**src/sv/vbd_pkg.sv**
```systemverilog
// Shared types, constants and helpers of the Video-1 16-bit block decoder.
// No dependencies; every other file imports this package.
package vbd_pkg;

    localparam int MAX_WIDTH_BLOCKS  = 512;
    localparam int MAX_HEIGHT_BLOCKS = 512;
    localparam int DIM_W  = 10;
    localparam int POS_W  = 9;
    localparam int QDEPTH = 2;
    localparam int QAW    = 1;

    localparam logic [0:0] CFG_WIDTH  = 1'b0;
    localparam logic [0:0] CFG_HEIGHT = 1'b1;

    localparam logic [5:0] CTRL_SKIP = 6'b100001;

    localparam logic [15:0] CY_R = 16'd19595;
    localparam logic [15:0] CY_G = 16'd38470;
    localparam logic [15:0] CY_B = 16'd7471;
    localparam logic [15:0] CU_R = 16'd11059;
    localparam logic [15:0] CU_G = 16'd21709;
    localparam logic [15:0] CU_B = 16'd32768;
    localparam logic [15:0] CV_R = 16'd32768;
    localparam logic [15:0] CV_G = 16'd27439;
    localparam logic [15:0] CV_B = 16'd5329;
    localparam logic [25:0] Y_ROUND = 26'd32768;
    localparam logic [25:0] C_ROUND = 26'd8421375;

    typedef struct packed {
        logic [15:0] stream_word;
        logic        frame_end;
    } t_in_item;

    typedef struct packed {
        logic [10:0] pixel_row;
        logic [8:0]  block_column;
        logic [15:0] pixel0;
        logic [15:0] pixel1;
        logic [15:0] pixel2;
        logic [15:0] pixel3;
        logic        run_last;
    } t_out_item;

    typedef struct packed {
        logic [15:0]      cw;
        logic             eight;
        logic [7:0][14:0] col;
        logic [POS_W-1:0] row;
        logic [POS_W-1:0] x;
    } t_blk_cmd;

    typedef enum logic [4:0] {
        ST_AWAIT = 5'b00001,
        ST_FIRST = 5'b00010,
        ST_TWO   = 5'b00100,
        ST_EIGHT = 5'b01000,
        ST_SKIP  = 5'b10000
    } t_front_state;

    function automatic logic [DIM_W-1:0] eff_dim(logic [DIM_W-1:0] v, logic [DIM_W-1:0] maxv);
        logic [DIM_W-1:0] r;
        r = v;
        if (v == '0) r = DIM_W'(1);
        else if (v > maxv) r = maxv;
        return r;
    endfunction

endpackage

```
**src/sv/vbd_front.sv**
```systemverilog
// Front end: parses stream words, tracks block position and skips, gathers colours.
// Depends on vbd_pkg; pushes finished block commands into vbd_queue.
module vbd_front (
    input  logic               i_clk,
    input  logic               i_rst_n,
    input  logic               i_cfg_we,
    input  logic [0:0]         i_cfg_idx,
    input  logic [9:0]         i_cfg_data,
    input  logic               i_valid,
    output logic               o_ready,
    input  vbd_pkg::t_in_item  i_in,
    input  logic               i_full,
    output logic               o_push,
    output vbd_pkg::t_blk_cmd  o_cmd
);
    import vbd_pkg::*;

    localparam logic [DIM_W-1:0] MAXW = DIM_W'(MAX_WIDTH_BLOCKS);
    localparam logic [DIM_W-1:0] MAXH = DIM_W'(MAX_HEIGHT_BLOCKS);

    t_front_state     r_state, n_state;
    logic [DIM_W-1:0] r_wb, n_wb, r_hb, n_hb;
    logic [POS_W-1:0] r_x, n_x, r_row, n_row;
    logic             r_done, n_done;
    logic [DIM_W-1:0] r_skip, n_skip;
    logic [15:0]      r_cw, n_cw;
    logic [3:0]       r_taken, n_taken;
    logic [7:0][14:0] r_col, n_col;

    logic [DIM_W-1:0] eff_w, eff_h, span, rem;
    logic [POS_W-1:0] adv_x, adv_row;
    logic             adv_done, accept, eight;
    logic [3:0]       taken_nx;
    logic [15:0]      w;

    assign o_ready = (r_state != ST_SKIP) && !i_full;
    assign accept  = i_valid && o_ready;
    assign w       = i_in.stream_word;
    assign eff_w   = eff_dim(r_wb, MAXW);
    assign eff_h   = eff_dim(r_hb, MAXH);
    assign span    = eff_w - {1'b0, r_x};
    assign rem     = r_skip - span;

    always_comb begin
        adv_x    = r_x + POS_W'(1);
        adv_row  = r_row;
        adv_done = r_done;
        if ({1'b0, adv_x} >= eff_w || adv_x == '0) begin
            adv_x = '0;
            if (r_row == '0) adv_done = 1'b1;
            else adv_row = r_row - POS_W'(1);
        end
    end

    always_comb begin
        n_state = r_state;
        n_wb    = r_wb;
        n_hb    = r_hb;
        n_x     = r_x;
        n_row   = r_row;
        n_done  = r_done;
        n_skip  = r_skip;
        n_cw    = r_cw;
        n_taken = r_taken;
        n_col   = r_col;
        o_push  = 1'b0;
        eight   = (r_state == ST_EIGHT);
        taken_nx = r_taken + 4'd1;
        o_cmd.cw    = r_cw;
        o_cmd.eight = 1'b0;
        o_cmd.col   = r_col;
        o_cmd.row   = r_row;
        o_cmd.x     = r_x;
        if (i_cfg_we) begin
            if (i_cfg_idx == CFG_WIDTH) n_wb = i_cfg_data;
            else n_hb = i_cfg_data;
            n_state = ST_AWAIT;
            n_x     = '0;
            n_row   = POS_W'(eff_dim((i_cfg_idx == CFG_HEIGHT) ? i_cfg_data : r_hb, MAXH)
                      - DIM_W'(1));
            n_done  = 1'b0;
            n_skip  = '0;
            n_cw    = '0;
            n_taken = '0;
        end else if (r_state == ST_SKIP) begin
            if (r_skip < span) begin
                n_x     = r_x + r_skip[POS_W-1:0];
                n_skip  = '0;
                n_state = ST_AWAIT;
            end else begin
                n_x    = '0;
                n_skip = rem;
                if (r_row == '0) begin
                    n_done  = 1'b1;
                    n_skip  = '0;
                    n_state = ST_AWAIT;
                end else begin
                    n_row = r_row - POS_W'(1);
                    if (rem == '0) n_state = ST_AWAIT;
                end
            end
        end else if (accept) begin
            if (!r_done) begin
                unique case (r_state)
                    ST_AWAIT: begin
                        if (w[15]) begin
                            if (w[15:10] == CTRL_SKIP) begin
                                n_skip  = (w[9:0] == '0) ? DIM_W'(1) : w[9:0];
                                n_state = ST_SKIP;
                            end else begin
                                o_push      = 1'b1;
                                o_cmd.cw    = 16'hFFFF;
                                o_cmd.col[0] = w[14:0];
                                n_x    = adv_x;
                                n_row  = adv_row;
                                n_done = adv_done;
                            end
                        end else begin
                            n_cw    = w;
                            n_state = ST_FIRST;
                            n_taken = '0;
                        end
                    end
                    ST_FIRST, ST_TWO, ST_EIGHT: begin
                        n_col[r_taken[2:0]] = w[14:0];
                        if (r_state == ST_FIRST) eight = w[15];
                        n_state = eight ? ST_EIGHT : ST_TWO;
                        n_taken = taken_nx;
                        if (taken_nx >= (eight ? 4'd8 : 4'd2)) begin
                            o_push      = 1'b1;
                            o_cmd.eight = eight;
                            o_cmd.col   = n_col;
                            n_x     = adv_x;
                            n_row   = adv_row;
                            n_done  = adv_done;
                            n_state = ST_AWAIT;
                            n_taken = '0;
                        end
                    end
                    default: n_state = ST_AWAIT;
                endcase
            end
            if (i_in.frame_end) begin
                n_state = ST_AWAIT;
                n_x     = '0;
                n_row   = POS_W'(eff_h - DIM_W'(1));
                n_done  = 1'b0;
                n_skip  = '0;
                n_cw    = '0;
                n_taken = '0;
            end
        end
    end

    always_ff @(posedge i_clk) begin
        if (!i_rst_n) begin
            r_state <= ST_AWAIT;
            r_wb    <= DIM_W'(1);
            r_hb    <= DIM_W'(1);
            r_x     <= '0;
            r_row   <= '0;
            r_done  <= 1'b0;
            r_skip  <= '0;
            r_cw    <= '0;
            r_taken <= '0;
        end else begin
            r_state <= n_state;
            r_wb    <= n_wb;
            r_hb    <= n_hb;
            r_x     <= n_x;
            r_row   <= n_row;
            r_done  <= n_done;
            r_skip  <= n_skip;
            r_cw    <= n_cw;
            r_taken <= n_taken;
        end
    end

    always_ff @(posedge i_clk) begin
        r_col <= n_col;
    end

endmodule

```
**src/sv/vbd_queue.sv**
```systemverilog
// Two-entry command queue between front end and pixel back end.
// Depends on vbd_pkg.
module vbd_queue (
    input  logic               i_clk,
    input  logic               i_rst_n,
    input  logic               i_push,
    input  vbd_pkg::t_blk_cmd  i_cmd,
    output logic               o_full,
    input  logic               i_pop,
    output logic               o_valid,
    output vbd_pkg::t_blk_cmd  o_cmd
);
    import vbd_pkg::*;

    t_blk_cmd       r_mem [QDEPTH];
    logic [QAW-1:0] r_wp, r_rp;
    logic [QAW:0]   r_cnt;

    assign o_full  = (r_cnt == (QAW+1)'(QDEPTH));
    assign o_valid = (r_cnt != '0);
    assign o_cmd   = r_mem[r_rp];

    always_ff @(posedge i_clk) begin
        if (!i_rst_n) begin
            r_wp  <= '0;
            r_rp  <= '0;
            r_cnt <= '0;
        end else begin
            if (i_push) r_wp <= r_wp + QAW'(1);
            if (i_pop) r_rp <= r_rp + QAW'(1);
            r_cnt <= r_cnt + (QAW+1)'(i_push) - (QAW+1)'(i_pop);
        end
    end

    always_ff @(posedge i_clk) begin
        if (i_push) r_mem[r_wp] <= i_cmd;
    end

    property p_no_overflow;
        @(posedge i_clk) disable iff (!i_rst_n) i_push |-> (!o_full || i_pop);
    endproperty
    a_no_overflow: assert property (p_no_overflow) else $error("queue overflow");

    property p_no_underflow;
        @(posedge i_clk) disable iff (!i_rst_n) i_pop |-> o_valid;
    endproperty
    a_no_underflow: assert property (p_no_underflow) else $error("queue underflow");

    property p_cnt_range;
        @(posedge i_clk) disable iff (!i_rst_n) r_cnt <= (QAW+1)'(QDEPTH);
    endproperty
    a_cnt_range: assert property (p_cnt_range) else $error("queue count out of range");

endmodule

```
**src/sv/vbd_back.sv**
```systemverilog
// Back end: expands a block command into four pixel rows, RGB555 to YUY2.
// Depends on vbd_pkg; three-stage pipeline, last stage is the output register.
module vbd_back (
    input  logic               i_clk,
    input  logic               i_rst_n,
    input  logic               i_qvalid,
    input  vbd_pkg::t_blk_cmd  i_cmd,
    output logic               o_pop,
    output logic               o_valid,
    input  logic               i_ready,
    output vbd_pkg::t_out_item o_res
);
    import vbd_pkg::*;

    logic            en;
    logic [1:0]      r_i;
    logic            r_v1, r_v2, r_v3;
    logic [3:0][14:0] r_rgb1;
    logic [10:0]     r_prow1, r_prow2;
    logic [8:0]      r_x1, r_x2;
    logic            r_last1, r_last2;
    logic [3:0][2:0][20:0] r_py, r_pc;
    logic [3:0][15:0] pix;
    t_out_item       r_out;

    assign en    = !r_v3 || i_ready;
    assign o_pop = i_qvalid && en && (r_i == 2'd3);

    always_ff @(posedge i_clk) begin
        if (!i_rst_n) begin
            r_i  <= '0;
            r_v1 <= 1'b0;
            r_v2 <= 1'b0;
            r_v3 <= 1'b0;
        end else if (en) begin
            if (i_qvalid) r_i <= r_i + 2'd1;
            r_v1 <= i_qvalid;
            r_v2 <= r_v1;
            r_v3 <= r_v2;
        end
    end

    always_ff @(posedge i_clk) begin
        if (en) begin
            for (int c = 0; c < 4; c++) begin
                r_rgb1[c] <= i_cmd.col[{(i_cmd.eight ? {~r_i[1], 1'(c >> 1)} : 2'b00),
                                        ~i_cmd.cw[{~r_i, 2'(c)}]}];
            end
            r_prow1 <= {i_cmd.row, r_i};
            r_x1    <= i_cmd.x;
            r_last1 <= (r_i == 2'd3);

            for (int c = 0; c < 4; c++) begin
                r_py[c][0] <= 21'(r_rgb1[c][14:10]) * 21'(CY_R);
                r_py[c][1] <= 21'(r_rgb1[c][9:5])   * 21'(CY_G);
                r_py[c][2] <= 21'(r_rgb1[c][4:0])   * 21'(CY_B);
                r_pc[c][0] <= 21'(r_rgb1[c][14:10]) * 21'(c[0] ? CV_R : CU_R);
                r_pc[c][1] <= 21'(r_rgb1[c][9:5])   * 21'(c[0] ? CV_G : CU_G);
                r_pc[c][2] <= 21'(r_rgb1[c][4:0])   * 21'(c[0] ? CV_B : CU_B);
            end
            r_prow2 <= r_prow1;
            r_x2    <= r_x1;
            r_last2 <= r_last1;

            r_out.pixel_row    <= r_prow2;
            r_out.block_column <= r_x2;
            r_out.pixel0       <= pix[0];
            r_out.pixel1       <= pix[1];
            r_out.pixel2       <= pix[2];
            r_out.pixel3       <= pix[3];
            r_out.run_last     <= r_last2;
        end
    end

    always_comb begin
        logic [25:0] ys, cs;
        for (int c = 0; c < 4; c++) begin
            ys = ((26'(r_py[c][0]) + 26'(r_py[c][1]) + 26'(r_py[c][2])) << 3) + Y_ROUND;
            if (c[0])
                cs = ((26'(r_pc[c][0]) - 26'(r_pc[c][1]) - 26'(r_pc[c][2])) << 3) + C_ROUND;
            else
                cs = ((26'(r_pc[c][2]) - 26'(r_pc[c][0]) - 26'(r_pc[c][1])) << 3) + C_ROUND;
            pix[c] = {cs[23:16], ys[23:16]};
        end
    end

    assign o_valid = r_v3;
    assign o_res   = r_out;

    property p_last_row;
        @(posedge i_clk) disable iff (!i_rst_n)
            o_valid |-> (o_res.run_last == (o_res.pixel_row[1:0] == 2'd3));
    endproperty
    a_last_row: assert property (p_last_row) else $error("run_last out of step with row");

    property p_pop_on_fourth;
        @(posedge i_clk) disable iff (!i_rst_n) o_pop |=> (r_i == 2'd0);
    endproperty
    a_pop_on_fourth: assert property (p_pop_on_fourth) else $error("row counter misaligned");

    property p_stall_freeze;
        @(posedge i_clk) disable iff (!i_rst_n)
            (r_v3 && !i_ready) |=> ($stable(r_i) && $stable(r_v2));
    endproperty
    a_stall_freeze: assert property (p_stall_freeze) else $error("pipeline moved in stall");

endmodule

```
**src/sv/video1_block_decoder_unit.sv**
```systemverilog
// Top level of the Video-1 16-bit block decoder.
// Depends on vbd_pkg, vbd_front, vbd_queue, vbd_back.
//
// Input channel: one 16-bit stream word per transfer (i_valid/o_ready), with
// frame_end marking the last word of a frame. Output channel: one pixel row of
// a 4x4 block per transfer (o_valid/i_ready); four rows per decoded block,
// run_last on the fourth. Skipped blocks give no rows.
// Configuration: i_cfg_we writes width (index 0) or height (index 1) in
// blocks; a write restarts the frame position. Write only while idle.
// Throughput: one word per cycle while the block queue has room. A skip word
// holds o_ready low while the decoder steps over the skipped blocks row by row.
// The back end emits one row per cycle while the receiver is ready, four rows
// per block, so a stream of fill words is paced by the back end.
// Reset: position to the bottom-left block of a 1x1 grid, queue and pipeline
// empty. When the receiver stalls the back pipeline freezes, the two-entry
// queue fills, and then o_ready drops.
module video1_block_decoder_unit (
    input  logic               i_clk,
    input  logic               i_rst_n,
    input  logic               i_cfg_we,
    input  logic [0:0]         i_cfg_idx,
    input  logic [9:0]         i_cfg_data,
    input  logic               i_valid,
    output logic               o_ready,
    input  vbd_pkg::t_in_item  i_in,
    output logic               o_valid,
    input  logic               i_ready,
    output vbd_pkg::t_out_item o_res
);
    import vbd_pkg::*;

    logic     push, full, pop, qvalid;
    t_blk_cmd cmd_in, cmd_out;

    vbd_front u_front (
        .i_clk(i_clk), .i_rst_n(i_rst_n),
        .i_cfg_we(i_cfg_we), .i_cfg_idx(i_cfg_idx), .i_cfg_data(i_cfg_data),
        .i_valid(i_valid), .o_ready(o_ready), .i_in(i_in),
        .i_full(full), .o_push(push), .o_cmd(cmd_in)
    );

    vbd_queue u_queue (
        .i_clk(i_clk), .i_rst_n(i_rst_n),
        .i_push(push), .i_cmd(cmd_in), .o_full(full),
        .i_pop(pop), .o_valid(qvalid), .o_cmd(cmd_out)
    );

    vbd_back u_back (
        .i_clk(i_clk), .i_rst_n(i_rst_n),
        .i_qvalid(qvalid), .i_cmd(cmd_out), .o_pop(pop),
        .o_valid(o_valid), .i_ready(i_ready), .o_res(o_res)
    );

endmodule
```
**config.mk**
```make
export PLATFORM = sky130hd
export DESIGN_NAME = video1_block_decoder_unit
export DESIGN_NICKNAME = d
export VERILOG_FILES = /design/src/sv/vbd_pkg.sv /design/src/sv/vbd_front.sv /design/src/sv/vbd_queue.sv /design/src/sv/vbd_back.sv /design/src/sv/video1_block_decoder_unit.sv
export SDC_FILE = /design/constraint.sdc
export NUM_CORES = 2
export LEC_CHECK = 0
export ABC_AREA = 0
export BUFFER_PORTS_ARGS = -buffer_cell sky130_fd_sc_hd__buf_4
export CAP_MARGIN = 20
export CORE_MARGIN = 2
export CORE_UTILIZATION = 44
export CTS_BUF_LIST = sky130_fd_sc_hd__clkbuf_4 sky130_fd_sc_hd__clkbuf_8
export CTS_CLUSTER_DIAMETER = 60
export CTS_CLUSTER_SIZE = 24
export DETAILED_ROUTE_END_ITERATION = 10
export GPL_TIMING_DRIVEN = 0
export PLACE_DENSITY = 0.63
export SYNTH_ARGS = -nofsm -noshare
export SYNTH_HDL_FRONTEND = slang
export SYNTH_HIERARCHICAL = 1
export SYNTH_SLANG_ARGS = --single-unit
```
**constraint.sdc**
```tcl
create_clock -name i_clk -period 19.4 [get_ports i_clk]
set_input_delay 3.88 -clock i_clk [delete_from_list [all_inputs] [get_ports i_clk]]
set_output_delay 3.88 -clock i_clk [all_outputs]
set_load 0.01 [all_outputs]
```
==> Word-level counts from Yosys, hierarchy flattened <==
Memory sizes are Yosys's and may differ from the RTL's. A register that Yosys moved wholly into a read port is not among the register bits.
Index checks and enable logic that the tools add are counted.
{ "op_classes": {"add_sub_neg": 37, "n_mul": 20, "magnitude_cmp": 16, "eq_ne": 24, "muxes": 124, "n_bitwise": 11, "n_reduce_logical": 38} }
{ "op_table": {"columns": ["operator", "count"], "rows": [
  ["137-bit two-way mux", 4],
  ["5-bit by 15-bit multiplier with 20-bit output (second input constant)", 12],
  ["9-bit two-way mux", 25],
  ["15-bit binary-select mux with 3-bit select", 4],
  ["10-bit two-way mux", 13],
  ["121-bit two-way mux", 1],
  ["120-bit bitwise mux", 1],
  ["16-bit two-way mux", 7],
  ["5-bit by 13-bit multiplier with 18-bit output (second input constant)", 6],
  ["106-bit two-way mux", 1],
  ["15-bit two-way mux", 7],
  ["24-bit by 16-bit adder with 24-bit output (second input constant)", 4],
  ["24-bit adder (second input constant)", 4],
  ["20-bit by 21-bit adder with 21-bit output", 4],
  ["21-bit by 18-bit adder with 21-bit output", 4],
  ["10-bit logical NOT", 5],
  ["5-bit two-way mux", 10],
  ["15-bit demux with 3-bit select", 1],
  ["20-bit by 19-bit subtractor with 21-bit output", 2],
  ["20-bit by 20-bit subtractor with 21-bit output", 2],
  ["21-bit by 18-bit subtractor with 21-bit output", 2],
  ["21-bit by 20-bit subtractor with 21-bit output", 2],
  ["5-bit by 14-bit multiplier with 19-bit output (second input constant)", 2],
  ["9-bit one-hot mux with 2 select lines", 2],
  ["other kinds (57)", 145]
]} }
{ "totals": {"ff_bits": 796, "mem_bits_rw": 310, "inputBits": 33, "out_inout_bits": 87, "n_memories": 1} }
{ "mem_list": {"columns": ["name", "words", "width", "read_ports", "rd_clocked_by_memory_dff", "wr", "line_no", "text"], "rows": [
  ["u_queue.r_mem", 2, 155, 1, 1, 1, "vbd_queue.sv:15", "t_blk_cmd r_mem [QDEPTH];"]
]} }

==> Depth between registers and ports, before layout <==
{ "depth": {"depth_word": 17, "depth_mapped": 22, "ltp_nobuf": 21} }

==> Cells and area by module <==
The synthesis kept the hierarchy.
{ "modules_own_cells": {"columns": ["mod", "instances", "cells_each", "area_per_inst_um2"], "rows": [
  ["vbd_back", 1, 4211, 48156.2],
  ["vbd_front", 1, 1259, 12779.8],
  ["vbd_queue", 1, 503, 11503.5]
]} }

==> Least setup slack after synthesis <==
OpenSTA, ideal clock, no wires.
{ "synth_path": {"path_type": "input-to-reg", "start": "input i_valid", "end": "memory u_queue/r_mem[0][100] in the netlist's numbering, data pin", "setup_time_ps": 262, "arrival_ps": 18169, "path_slack_ps": 969, "cell_stages": 7, "n_path_buf": 2, "path_cell_list": "nand2b_1 -> nand2b_1 -> nor4_1 -> nand2_1 -> buf_2 -> buf_2 -> mux2_2"} }
{ "synth_lines": {"columns": ["item", "line_no", "text"], "rows": [
  ["from (decl)", "video1_block_decoder_unit.sv:23", "input logic i_valid,"],
  ["to (decl)", "vbd_queue.sv:15", null]
]} }

==> Worst setup path after layout <==
{ "layout_path": {"start": "input i_in[16] in the netlist's numbering", "end": "memory u_queue/r_mem[0][59] in the netlist's numbering (enable)"} }
{ "layout_between": {"elab_chain_len": 16, "elab_cells_between_ends": 19, "classes_between": "1 x order compare; 1 x eq/ne; 17 x mux"} }
{ "layout_lines": {"columns": ["item", "line_no", "text"], "rows": [
  ["from (decl)", "video1_block_decoder_unit.sv:25", "input vbd_pkg::t_in_item i_in,"],
  ["1-bit two-way mux", "vbd_front.sv:126", "if (r_state == ST_FIRST) eight = w[15];"],
  ["1-bit two-way mux", "vbd_front.sv:104", "unique case (r_state)"],
  ["1-bit two-way mux", "vbd_front.sv:103", "if (!r_done) begin"],
  ["1-bit two-way mux", "vbd_front.sv:102", "end else if (accept) begin"],
  ["1-bit two-way mux", "vbd_front.sv:85", "end else if (r_state == ST_SKIP) begin"],
  ["1-bit two-way mux", "vbd_front.sv:74", "if (i_cfg_we) begin"],
  ["4-bit two-way mux", "vbd_front.sv:129", "if (taken_nx >= (eight ? 4'd8 : 4'd2)) begin"],
  ["4-bit greater-or-equal comparator", "vbd_front.sv:129", null],
  ["1-bit two-way mux", "vbd_front.sv:129", null],
  ["1-bit one-hot mux with 2 select lines (*)", "vbd_front.sv:104", null],
  ["1-bit two-way mux (*)", "vbd_front.sv:103", null],
  ["1-bit two-way mux (*)", "vbd_front.sv:102", null],
  ["1-bit two-way mux (*)", "vbd_front.sv:85", null],
  ["1-bit two-way mux (*)", "vbd_front.sv:74", null],
  ["via push", "video1_block_decoder_unit.sv:32", "logic push, full, pop, qvalid;"],
  ["1-bit two-way mux (*)", "vbd_queue.sv:36", "if (i_push) r_mem[r_wp] <= i_cmd;"],
  ["1-bit two-way mux (not written as such) (*)", "vbd_queue.sv:36", null]
]} }
Mark *: on every way through the listed nets, which the timed path passes. The rest lies on a longest branch. The select of a mux whose other input is x is not followed.

==> results <==
- The startpoint identified for the worst hold timing path is u_back/r_prow1[9].
- For this design, the CTS-stage hold fixing added 0 buffers.
- The level count of the clock H-tree is 3.
- Counting flops with a built-in enable in the synthesized netlist gives 1005.
- The startpoint identified for the worst register-to-register timing path is u_front/r_taken[0].
- Measured in cells, the most critical reg-to-reg path has a length of 17.
- The total CTS buffers is 109.
- The floorplan step set the die width to 410 µm.
- The number of global-route vias before repair is 46400.
- The worst setup path is of the in -> reg kind.
- When the netlist entered floorplanning its net count stood at 7075.
- The max-slew violation total from the final report came to 0.
- The first routing iteration left 3011 violations.
- Traced cell by cell, the critical path runs through buf_4 -> nand2_1 -> mux2i_1 -> nand2_1 -> ha_1 -> nand2_1 -> nand3_1 -> a211oi_2 -> or2_2 -> a21o_1 -> buf_1 -> inv_1 -> nor2b_4 -> buf_16 -> buf_12 -> buf_16 -> buf_12 -> buf_16 -> buf_12.
- The post-synthesis instance area is 72400 µm².
- The first global-routing pass estimated 256000 µm of wire.
- The count of boundary I/O pins is 120.
- The cell at the slowest stage of the critical path is sky130_fd_sc_hd__nor2b_4.
- In this run the mean area of a mapped cell was 12.1 µm².
- The largest single stage delay on the critical path is 530 ps.
- IR analysis of the VDD net gives a maximum drop of 0.132 mV.
- Global routing consumed, over all layers together, 19.1% of the routing resources.
- Buffers added to address setup during post-CTS repair amount to 0.
- The TritonCTS clock tree is built.
- The remaining number of nets flagged by the antenna check after routing is 0.
- The first detailed-routing pass took 9 iterations.
- Leaving out fill and tap cells, the most frequent cells in the layout are 1005 x sky130_fd_sc_hd__edfxtp_1, 866 x sky130_fd_sc_hd__ha_1, 670 x sky130_fd_sc_hd__inv_1.
- The total of cells resized after clock tree synthesis is 0.
- The area share of the largest cell type after synthesis is 41.7%.
- The data arrival time at the worst-slack endpoint is 8080 ps.
- The number of instances in the synthesized netlist is 5973.
- The worst path in the final design needs a cycle of 7500 ps, including I/O delays and setup.
- Together, buffers and inverters on the worst path number 9.
- After layout, the worst path uses 38.7% of the clock period.
- The count of cells along the worst hold path is 0.
- The most common cell after layout, fill and taps aside is sky130_fd_sc_hd__edfxtp_1.
- In this run the deepest clock path goes through 3 buffers.
- The root buffer cell chosen for the clock tree is sky130_fd_sc_hd__clkbuf_8.
- On the final layout, the worst hold slack is 413 ps.
- sky130_fd_sc_hd__edfxtp_1 takes more of the synthesized area than any other cell.
- The standard-cell row count is 148.
- The floorplan die area is 168000 µm².
- The cell area reported after detailed placement is 76600 µm².
- In the routed layout, each cell is associated on average with a via count of 5.41.
- The average routed wire per standard cell is 18.9 µm.
- Leaving out filler cells and counting taps, the final layout contains 8509.
- The kind of launch point of the worst setup path is an input pin.
- The total of flip-flops plus latches after synthesis is 1088.
- Summed over all nets, the half-perimeter wirelength after detailed placement is 121000 µm.
- The most frequently used flop master after synthesis is sky130_fd_sc_hd__edfxtp_1.
- The total via count in the routed design is 46000.
- For this design the static power due to leakage is 32.2 nW.
- The final layout contains routed wiring with a total length of 161000 µm.
- The peak fanout along the critical path is 22.
- The number of clock sinks is 1088.
- The core region is 163000 µm².
- The sequential share of the synthesized area is 44.0%.
- The share of cells above drive strength 1 is 15.1%.
- The reg-to-reg endpoint is u_queue/r_mem[0][59].
- The run finished with clean final reports.
- Setup total negative slack on the finished layout was measured at 0 ps.
- The worst hold path endpoint is u_back/r_prow2[9].
- The critical path's top delay family is buffers and inverters.
- The worst setup slack for register-to-register paths is 13280 ps.
- The area growth from synthesis to layout is 9.30%.
- Global routing finished with a remaining overflow of 0.
- Power comes to 13.8 mW.
- The clock arrives with 68.8 ps of skew.
- The path class of the tightest hold or removal check is reg -> reg.
- The worst setup path is captured at a flop.
- The number of antenna violations at the first check in global routing is 6.
- Clock-pin slew was measured on the worst setup and hold paths at 110 ps.
- Measured along the y axis, the die boundary spans 410 µm.
- Static timing analysis puts the maximum clock frequency at 133 MHz.
- The starting density of the core is 44.4%.
- The final number of setup-violating endpoints is 0.
- The count of final hold-check violations is 0.
- The transition at the pin with the smallest max-transition slack is 1210 ps.
- In this run the tightest slew margin relative to its limit is 19.2%.
- In the final design database the tool counted 7339 nets.
- By area the synthesized netlist is led by sky130_fd_sc_hd__edfxtp_1 42%, sky130_fd_sc_hd__ha_1 15%, sky130_fd_sc_hd__mux2_2 6.4%, sky130_fd_sc_hd__fa_1 5.6%, sky130_fd_sc_hd__xnor2_1 3.6%.
- For the worst setup path, the data required time is 19980 ps.
- The number of max-cap violations is 0.
- The clock latency at the later pin of the worst-skew pair is 890 ps.
- The area of all placed cells without fillers is 79200 µm².
- The ratio of total power to cell area is 175 nW/µm².
- The fraction of registers with async set/reset is 0%.
- Routability-driven placement finished with a final weighted congestion of 0.865.
- Setup repair after global routing left no endpoint under its margin.
- The number of I/O port buffers is 117.
- The synthesized netlist contains 104 unique library cells.
- The number of warning messages in the yosys log is 6.
- Entering global routing, the biggest net connects 128 pins.
- The number of placed instances with taps included is 8300.
- The DRC violations left is 0.
==> metal layers <==
metal / GRT usage, % / part of all wire, %
met3: 2.37 / 4.1
met5: 0 / 0.022
met1: 26.1 / 46
met2: 32.2 / 48
met4: 4.96 / 2.2
==> stage by stage <==
stage,util (%),setup slack (ps)
floorplan,-,969
global placement,46.6,-11870
detailed placement,46.9,10990
CTS,48.5,11990
global route,48.5,11690
finish,48.5,11900
==> area by class of cell <==
type,instances,area (µm²)
Clock inverter,81,945
Antenna cell,2,5.00
Clock buffer,125,1650
Sequential cell,1088,31800
Tap cell,2175,2720
Fill cell,14400,84000
Multi-Input combinational cell,4068,37300
Buffer,146,751
Timing Repair Buffer,153,1400
Inverter,671,2530
==> kinds of logic (layout without fill, tap and decap cells) <==
group,after synthesis,in the layout,share of synthesized area (%)
DFF,1088,1088,44.0
muxes,501,501,8.74
and+or+nand+nor,993,993,6.93
other,0,2,0
AOI/OAI and AO/OA,1041,1041,9.66
buffers and inverters,817,1176,4.51
adders and majority gates,1069,1069,20.6
xor gates and xnor gates,464,464,5.63
==> flip-flops by register name, summed over array words and instances (netlist names), 11 cells and up, named ones only <==
name,cells
u_back/o_res,85
u_back/r_pc,174
u_back/r_prow1,11
u_back/r_prow2,11
u_back/r_py,214
u_back/r_rgb1,60
u_front/r_col,120
u_front/r_cw,15
u_queue/r_mem,310
==> cell usage after synthesis (48+ instances only) <==
| master | n |
|---|---|
| sky130_fd_sc_hd__edfxtp_1 | 1005 |
| sky130_fd_sc_hd__xor2_1 | 166 |
| sky130_fd_sc_hd__xnor2_1 | 297 |
| sky130_fd_sc_hd__o21bai_1 | 79 |
| sky130_fd_sc_hd__fa_1 | 203 |
| sky130_fd_sc_hd__nand2b_1 | 48 |
| sky130_fd_sc_hd__nand2_1 | 226 |
| sky130_fd_sc_hd__ha_1 | 866 |
| sky130_fd_sc_hd__mux4_2 | 64 |
| sky130_fd_sc_hd__dfxtp_1 | 83 |
| sky130_fd_sc_hd__nand3_1 | 86 |
| sky130_fd_sc_hd__nor2b_1 | 48 |
| sky130_fd_sc_hd__mux2_2 | 414 |
| sky130_fd_sc_hd__clkbuf_1 | 98 |
| sky130_fd_sc_hd__nor2_1 | 229 |
| sky130_fd_sc_hd__o21ai_0 | 140 |
| sky130_fd_sc_hd__a21o_1 | 86 |
| sky130_fd_sc_hd__inv_1 | 671 |
| sky130_fd_sc_hd__o21a_1 | 50 |
| sky130_fd_sc_hd__a21oi_1 | 284 |
| sky130_fd_sc_hd__nor3_1 | 111 |
==> power by group <==
group | internal [mW] | total [mW] | switching, mW | leakage, nW
clock network | 0.684 | 1.67 | 0.982 | 1.28
logic | 3.66 | 8.30 | 4.64 | 20.8
registers | 3.57 | 3.87 | 0.297 | 10.1
==> how the worst max path moves through the flow <==
stage | slack [ps] | to | start | cells past startpoint
after floorplan | 970 | u_queue/r_mem[0][100] | i_valid | 7
after global placement | -11870 | u_queue/r_mem[0][117] | i_valid | 8
after detailed placement | 10990 | u_queue/r_mem[0][85] | i_in[16] | 19
after CTS | 11990 | u_queue/r_mem[0][55] | i_in[16] | 19
after global routing | 11690 | u_queue/r_mem[0][55] | i_in[16] | 19
final | 11900 | u_queue/r_mem[0][59] | i_in[16] | 19
Note: power is estimated with default switching activity, not from simulation.
